==> src/design/bmhq_pkg.sv <==
// ----------------------------------------------------------------------------
// bmhq_pkg
// Shared types, constants and microcode encoding for the binary min-heap
// priority queue.
// ----------------------------------------------------------------------------
`default_nettype none

package bmhq_pkg;

  // Default heap capacity and the number of significant key bytes.
  localparam int CAPACITY_DEF = 256;
  localparam int KEY_BYTES    = 8;
  localparam int KEY_W        = 64;
  localparam int ENTRY_W      = 9;
  localparam int STATUS_W     = 2;

  // Keys keep only their most significant KEY_BYTES bytes.
  localparam logic [KEY_W-1:0] KEY_MASK = {KEY_W{1'b1}} << (8 * (8 - KEY_BYTES));

  // Operation codes.
  localparam logic OP_INSERT = 1'b0;
  localparam logic OP_REMOVE = 1'b1;

  // Status codes.
  localparam logic [STATUS_W-1:0] STATUS_OK    = 2'd0;
  localparam logic [STATUS_W-1:0] STATUS_EMPTY = 2'd1;
  localparam logic [STATUS_W-1:0] STATUS_FULL  = 2'd2;

  // Input and result payloads.
  typedef struct packed {
    logic             operation;
    logic [KEY_W-1:0] key;
  } in_item_t;

  typedef struct packed {
    logic [KEY_W-1:0]    removed_key;
    logic [KEY_W-1:0]    min_key;
    logic [ENTRY_W-1:0]  entry_count;
    logic [STATUS_W-1:0] status;
  } out_item_t;

  // Datapath micro-operations.
  typedef enum logic [4:0] {
    MOP_NOP,
    MOP_INS_INIT,
    MOP_READ_PARENT,
    MOP_UP_MOVE,
    MOP_INS_DONE,
    MOP_REM_INIT,
    MOP_TAKE_ROOT,
    MOP_LOAD_CUR,
    MOP_READ_LEFT,
    MOP_READ_RIGHT,
    MOP_PICK,
    MOP_PICK_LEFT,
    MOP_DN_MOVE,
    MOP_WRITE_CUR,
    MOP_SET_FULL,
    MOP_SET_EMPTY,
    MOP_READ_ROOT,
    MOP_EMIT
  } mop_t;

  // Jump conditions.
  typedef enum logic [3:0] {
    COND_NEVER,
    COND_ALWAYS,
    COND_NO_START,
    COND_IS_REMOVE,
    COND_EMPTY,
    COND_FULL,
    COND_POS_ZERO,
    COND_NO_LEFT,
    COND_NO_RIGHT,
    COND_CUR_GE_RD,
    COND_CUR_LE_PV
  } cond_t;

  // Microprogram addresses.
  localparam int UPC_W = 5;
  localparam logic [UPC_W-1:0] UPC_IDLE      = 5'd0;
  localparam logic [UPC_W-1:0] UPC_DISPATCH  = 5'd1;
  localparam logic [UPC_W-1:0] UPC_INS_CHK   = 5'd2;
  localparam logic [UPC_W-1:0] UPC_INS_INIT  = 5'd3;
  localparam logic [UPC_W-1:0] UPC_UP_TEST   = 5'd4;
  localparam logic [UPC_W-1:0] UPC_UP_READ   = 5'd5;
  localparam logic [UPC_W-1:0] UPC_UP_CMP    = 5'd6;
  localparam logic [UPC_W-1:0] UPC_UP_MOVE   = 5'd7;
  localparam logic [UPC_W-1:0] UPC_UP_PLACE  = 5'd8;
  localparam logic [UPC_W-1:0] UPC_REM       = 5'd9;
  localparam logic [UPC_W-1:0] UPC_REM_INIT  = 5'd10;
  localparam logic [UPC_W-1:0] UPC_TAKE_ROOT = 5'd11;
  localparam logic [UPC_W-1:0] UPC_LOAD_CUR  = 5'd12;
  localparam logic [UPC_W-1:0] UPC_DN_TEST   = 5'd13;
  localparam logic [UPC_W-1:0] UPC_DN_RIGHT  = 5'd14;
  localparam logic [UPC_W-1:0] UPC_DN_PICK   = 5'd15;
  localparam logic [UPC_W-1:0] UPC_DN_CMP    = 5'd16;
  localparam logic [UPC_W-1:0] UPC_DN_MOVE   = 5'd17;
  localparam logic [UPC_W-1:0] UPC_DN_ONE    = 5'd18;
  localparam logic [UPC_W-1:0] UPC_DN_PLACE  = 5'd19;
  localparam logic [UPC_W-1:0] UPC_FIN_FULL  = 5'd20;
  localparam logic [UPC_W-1:0] UPC_FIN_EMPTY = 5'd21;
  localparam logic [UPC_W-1:0] UPC_FIN       = 5'd22;
  localparam logic [UPC_W-1:0] UPC_EMIT      = 5'd23;

  // One control word of the microprogram.
  typedef struct packed {
    mop_t             mop;
    cond_t            cond;
    logic [UPC_W-1:0] target;
  } ctrl_word_t;

  // Condition flags returned by the datapath.
  typedef struct packed {
    logic is_remove;
    logic empty;
    logic full;
    logic pos_zero;
    logic no_left;
    logic no_right;
    logic cur_ge_rd;
    logic cur_le_pv;
  } flags_t;

  // Builds one control word.
  function automatic ctrl_word_t mk_cw(mop_t mop, cond_t cond, logic [UPC_W-1:0] target);
    ctrl_word_t cw;
    cw.mop    = mop;
    cw.cond   = cond;
    cw.target = target;
    return cw;
  endfunction

endpackage

`default_nettype wire

==> src/design/bmhq_ucode_rom.sv <==
// ----------------------------------------------------------------------------
// bmhq_ucode_rom
// Read-only microprogram: one control word for each step of the sequencer.
// ----------------------------------------------------------------------------
`default_nettype none

module bmhq_ucode_rom (
  input  wire logic [bmhq_pkg::UPC_W-1:0] upc,
  output bmhq_pkg::ctrl_word_t            cw
);
  import bmhq_pkg::*;

  // Program table.
  always_comb begin
    case (upc)
      UPC_IDLE:      cw = mk_cw(MOP_NOP,         COND_NO_START,  UPC_IDLE);
      UPC_DISPATCH:  cw = mk_cw(MOP_NOP,         COND_IS_REMOVE, UPC_REM);
      UPC_INS_CHK:   cw = mk_cw(MOP_NOP,         COND_FULL,      UPC_FIN_FULL);
      UPC_INS_INIT:  cw = mk_cw(MOP_INS_INIT,    COND_NEVER,     UPC_IDLE);
      UPC_UP_TEST:   cw = mk_cw(MOP_NOP,         COND_POS_ZERO,  UPC_UP_PLACE);
      UPC_UP_READ:   cw = mk_cw(MOP_READ_PARENT, COND_NEVER,     UPC_IDLE);
      UPC_UP_CMP:    cw = mk_cw(MOP_NOP,         COND_CUR_GE_RD, UPC_UP_PLACE);
      UPC_UP_MOVE:   cw = mk_cw(MOP_UP_MOVE,     COND_ALWAYS,    UPC_UP_TEST);
      UPC_UP_PLACE:  cw = mk_cw(MOP_INS_DONE,    COND_ALWAYS,    UPC_FIN);
      UPC_REM:       cw = mk_cw(MOP_NOP,         COND_EMPTY,     UPC_FIN_EMPTY);
      UPC_REM_INIT:  cw = mk_cw(MOP_REM_INIT,    COND_NEVER,     UPC_IDLE);
      UPC_TAKE_ROOT: cw = mk_cw(MOP_TAKE_ROOT,   COND_NEVER,     UPC_IDLE);
      UPC_LOAD_CUR:  cw = mk_cw(MOP_LOAD_CUR,    COND_NEVER,     UPC_IDLE);
      UPC_DN_TEST:   cw = mk_cw(MOP_READ_LEFT,   COND_NO_LEFT,   UPC_DN_PLACE);
      UPC_DN_RIGHT:  cw = mk_cw(MOP_READ_RIGHT,  COND_NO_RIGHT,  UPC_DN_ONE);
      UPC_DN_PICK:   cw = mk_cw(MOP_PICK,        COND_NEVER,     UPC_IDLE);
      UPC_DN_CMP:    cw = mk_cw(MOP_NOP,         COND_CUR_LE_PV, UPC_DN_PLACE);
      UPC_DN_MOVE:   cw = mk_cw(MOP_DN_MOVE,     COND_ALWAYS,    UPC_DN_TEST);
      UPC_DN_ONE:    cw = mk_cw(MOP_PICK_LEFT,   COND_ALWAYS,    UPC_DN_CMP);
      UPC_DN_PLACE:  cw = mk_cw(MOP_WRITE_CUR,   COND_ALWAYS,    UPC_FIN);
      UPC_FIN_FULL:  cw = mk_cw(MOP_SET_FULL,    COND_ALWAYS,    UPC_FIN);
      UPC_FIN_EMPTY: cw = mk_cw(MOP_SET_EMPTY,   COND_NEVER,     UPC_IDLE);
      UPC_FIN:       cw = mk_cw(MOP_READ_ROOT,   COND_NEVER,     UPC_IDLE);
      UPC_EMIT:      cw = mk_cw(MOP_EMIT,        COND_ALWAYS,    UPC_IDLE);
      default:       cw = mk_cw(MOP_NOP,         COND_ALWAYS,    UPC_IDLE);
    endcase
  end

endmodule

`default_nettype wire

==> src/design/bmhq_sequencer.sv <==
// ----------------------------------------------------------------------------
// bmhq_sequencer
// Step counter with conditional jumps that walks the microprogram.
// ----------------------------------------------------------------------------
`default_nettype none

module bmhq_sequencer (
  input  wire logic                 clk,
  input  wire logic                 rst_n,
  input  wire logic                 start,
  input  bmhq_pkg::flags_t          flags,
  output bmhq_pkg::ctrl_word_t      ctrl,
  output logic                      busy
);
  import bmhq_pkg::*;

  logic [UPC_W-1:0] upc_r;
  logic [UPC_W-1:0] upc_nxt;
  logic             take;

  // Control word for the current step.
  bmhq_ucode_rom u_rom (
    .upc (upc_r),
    .cw  (ctrl)
  );

  // Jump condition and next step.
  always_comb begin
    case (ctrl.cond)
      COND_NEVER:     take = 1'b0;
      COND_ALWAYS:    take = 1'b1;
      COND_NO_START:  take = !start;
      COND_IS_REMOVE: take = flags.is_remove;
      COND_EMPTY:     take = flags.empty;
      COND_FULL:      take = flags.full;
      COND_POS_ZERO:  take = flags.pos_zero;
      COND_NO_LEFT:   take = flags.no_left;
      COND_NO_RIGHT:  take = flags.no_right;
      COND_CUR_GE_RD: take = flags.cur_ge_rd;
      COND_CUR_LE_PV: take = flags.cur_le_pv;
      default:        take = 1'b1;
    endcase
    upc_nxt = take ? ctrl.target : upc_r + 1'b1;
  end

  // Step counter.
  always_ff @(posedge clk) begin
    if (!rst_n) begin
      upc_r <= UPC_IDLE;
    end else begin
      upc_r <= upc_nxt;
    end
  end

  assign busy = (upc_r != UPC_IDLE);

endmodule

`default_nettype wire

==> config.mk <==
export PLATFORM = sky130hd
export DESIGN_NAME = bmhq_sequencer
export DESIGN_NICKNAME = d
export VERILOG_FILES = /design/src/design/bmhq_pkg.sv /design/src/design/bmhq_ucode_rom.sv /design/src/design/bmhq_sequencer.sv
export SDC_FILE = /design/constraint.sdc
export NUM_CORES = 1
export LEC_CHECK = 0
export ABC_AREA = 0
export BUFFER_PORTS_ARGS = -buffer_cell sky130_fd_sc_hd__buf_4
export CAP_MARGIN = 20
export CORE_MARGIN = 4
export CORE_UTILIZATION = 47
export CTS_BUF_LIST = sky130_fd_sc_hd__clkbuf_2
export CTS_CLUSTER_SIZE = 14
export DETAILED_ROUTE_END_ITERATION = 6
export PLACE_DENSITY_LB_ADDON = 0.05
export SYNTH_ARGS = -nofsm -noshare
export SYNTH_HDL_FRONTEND = slang
export SYNTH_SLANG_ARGS = --single-unit
==> constraint.sdc <==
create_clock -name clk -period 2.4 [get_ports clk]
set_clock_uncertainty 0.1 [all_clocks]
set_input_delay 0.12 -clock clk [delete_from_list [all_inputs] [get_ports clk]]
set_output_delay 0.12 -clock clk [all_outputs]
set_load 0.02 [all_outputs]
==> impl_metrics.csv <==
group,metric,value,unit
cells_and_area,final_util,71.6,%
clocking,clk_latency,0.31,ns
cells_and_area,diodes,0,
cells_and_area,nFillCells,211,
synth,synth_edf_count,0,
placed_design,placed_cells,218,
setup_path,timing.critical_path.to,"u_rom.cw[5]$_DFF_P_",
floorplanning,ioPinCount,26,
route,first_pass_iters,4,
clocking,clock_sinks,19,
timing,slew_viol_final,0,
setup_path,rrSetupSlack,-0.003,ns
global_route,grt_max_degree,14,
timing,setup_slack,-0.00309,ns
route,drt_iter0_drc,90,
cells_and_area,drive_gt1_share,48.2,%
route,avgViaCountPerCell,6.20,
timing,finalSetupViolCount,1,
synth,yosys_warnings,0,
clocking,numCtsBuffers,3,
power_and_ir_drop,p_per_area,1730,mW/mm2
floorplanning,dieArea,0.00383,mm2
floorplanning,core-area,0.00276,mm2
timing,rsz0062_at_grt,"yes",
setup_path,critPathRequiredTime,2.51,ns
setup_path,critPathKind,"reg -> reg",
setup_path,r2r_cells,9,
worst_hold_path,worstHoldPathType,"in -> reg",
setup_path,cp.arrival,2.51,ns
global_route,grt_first_pass_wirelength,5870,um
timing,finalHoldViolCount,0,
setup_path,critPathLaunchType,"flop",
synth,syn_nets,171,
timing,period_share,100,%
setup_path,cp_top_family,"compound AO/OA/AOI/OAI gates",
clocking,cts_tree,"yes",
route,wl_met3,257,um
route,drt-total-wl,4090,um
clocking,cts_hold_buf,0,
global_route,overflow,0,
timing,worst_slew_pin_slew,0.373,ns
clocking,clk_pin_slew,0.17,ns
run_status,violations,"setup timing",
setup_path,critical_path_depth,9,
synth,synthesis.instances,153,
synth,synth-seq-area-share,27.8,%
setup_path,path_max_fanout,7,
timing,timing.final.crit_period,2.40,ns
global_route,first_global_vias,1258,
power_and_ir_drop,cellLeakagePower,0.000817,uW
synth,yosysUniqueCellTypes,55,
clocking,h-tree-depth,1,
synth,ys.flop_type,"dfxtp_1",
placed_design,hpwl,2860,um
route,ant_nets,0,
setup_path,cpPeakStageDelay,0.41,ns
clocking,cts.path.max_buffers,2,
setup_path,crit_buf_inv,1,
route,post-route-drc-count,0,
route,top_layer,"met4",
cells_and_area,fin_nets,218,
cells_and_area,final_cell_mix,"buf_4 (43), dfxtp_1 (14), mux2i_1 (11)",
global_route,antenna_found_initial,0,
placed_design,globalplace.congestion,0.920,
placed_design,io_buffers,25,
synth,async_flop_share,0,%
synth,synth-seq-cells,19,
flow_run,cap_violations,0,
cells_and_area,area_growth,44.6,%
setup_path,reg2reg_to,"u_rom.cw[5]$_DFF_P_",
route,route.met2.wl,2000,um
timing,maxSlewHeadroom,74.4,%
cells_and_area,layout_commonest_cell,"buf_4",
run_status,outcome,"finished with violations",
route,met1Wirelength,1730,um
synth,syn-cell-area,0.00137,mm2
setup_path,startpoint,"u_rom.cw[8]$_DFF_P_",
setup_path,path_cells,"nor2_1, a21oi_4, o31ai_4, buf_6, nor3_4, o21ai_4, ha_4, o32ai_2, a222oi_1",
route,num_vias,1426,
floorplanning,fp.dieH,61.9,um
timing,max_freq,0.416,GHz
floorplanning,rows,19,
setup_path,critPathSlowestCell,"dfxtp_4",
setup_path,r2r-start,"u_rom.cw[8]$_DFF_P_",
floorplanning,initial_core_util,49.5,%
cells_and_area,final_cell_count_no_fill,230,
synth,syn_avg_cell_area,8.93,um2
global_route,grt_use_total,20.9,%
floorplanning,die_w,61.9,um
clocking,cts-root-buf,"clkbuf_2",
setup_path,end_kind,"flop",
power_and_ir_drop,ir_worst_vdd,1270,uV
route,wire_per_inst,17.8,um
[area by class of cell]
class                           instances  area (um2)  area share, %
Multi-Input combinational cell        116        1100           55.5
Clock buffer                            4        20.0           1.01
Tap cell                               31        38.8           1.96
Timing Repair Buffer                   48         379           19.2
Inverter                               12        45.0           2.28
Sequential cell                        19         397           20.1
[worst min-delay path by stage]
stage	depth (start not counted)	start	to
3_5_place_dp	1	u_rom.cw[12]$_DFF_P_	ctrl[12]
6_report	4	rst_n	upc_r[0]$_SDFF_PN0_
5_1_grt	4	rst_n	upc_r[0]$_SDFF_PN0_
3_3_place_gp	1	u_rom.cw[9]$_DFF_P_	ctrl[9]
2_1_floorplan	0	u_rom.cw[10]$_DFF_P_	ctrl[10]
4_1_cts	3	rst_n	u_rom.cw[4]$_DFF_P_
[Yosys cell counts, drive strengths merged (2+ instances only)]
cell | number | area share (%)
dfxtp | 19 | 28
o21a | 4 | 2.2
a31oi | 3 | 1.4
xnor2 | 2 | 1.3
o21ai | 7 | 3.1
or4 | 2 | 1.4
o22ai | 3 | 1.8
nor3 | 6 | 3.4
ha | 7 | 6.4
inv | 12 | 3.3
a21oi | 7 | 3.7
mux2i | 11 | 8.1
o221ai | 3 | 1.9
o211ai | 2 | 1.1
xor2 | 2 | 1.3
nand3 | 6 | 2.2
buf | 5 | 2.7
nand2b | 5 | 2.3
nor2 | 6 | 1.6
o32ai | 2 | 1.3
mux2 | 2 | 1.6
nand2 | 12 | 3.8
o31ai | 2 | 2.1
a211oi | 3 | 1.6
a21boi | 3 | 1.6
[state kept, by name, indices dropped and copies added (netlist names)]
signal and count:
upc_r 5, u_rom.cw 14
[worst reg2reg max path, stage by stage (launching register included)]
cell and delay [ns]:
dfxtp_4 0.41, nor2_1 0.19, a21oi_4 0.10, o31ai_4 0.26
buf_6 0.17, nor3_4 0.06, o21ai_4 0.25, ha_4 0.28
o32ai_2 0.34, a222oi_1 0.13
[cell families after synthesis]
kind of cell	after synthesis	share of synthesized area, %
flip-flops	19	27.8
AND/OR/NAND/NOR	42	17.9
buffers and inverters	18	6.23
multiplexers	13	9.71
XOR/XNOR	4	2.56
adder cells (fa/ha/maj)	7	6.41
AO/OA/AOI/OAI	50	29.3
[what timing repair did]
action,4_1_cts,5_1_grt
resized for setup,4,33
buffers inserted,1,8
setup endpoints to repair,4,14
cloned,0,0
endpoints found under the hold margin,0,0
pin swaps,1,11
[report_power, final]
part	switching, uW	internal [uW]	total (uW)	leakage [uW]
Sequential	143	461	604	0.000159
Combinational	1410	1270	2670	0.000642
Clock	96.6	44.1	141	0.0000166
Total	1650	1770	3420	0.000817
[stage by stage]
step | total power, uW | setup TNS [ns] | setup slack [ns] | cell area, um2 | hold slack [ns]
after global placement | 2710 | -0.0188 | -0.0188 | 1740 | 0.433
after CTS | 2910 | -0.00906 | -0.00906 | 1770 | 0.198
after global routing | 3660 | -0.300 | -0.0931 | 1980 | 0.177
after detailed placement | 2730 | -0.0662 | -0.0464 | 1740 | 0.436
after floorplan | 2080 | 0 | 0.00260 | 1440 | 0.359
final | 3420 | -0.00309 | -0.00309 | 1980 | 0.195
[metal layers]
layer  global-route usage [%]  vias up
met5                        0        -
met4                     9.09        0
met3                     3.93       11
met2                     33.6       62
met1                     27.3      680
li1                         -      673
Note: power is estimated with default switching activity, not from simulation.
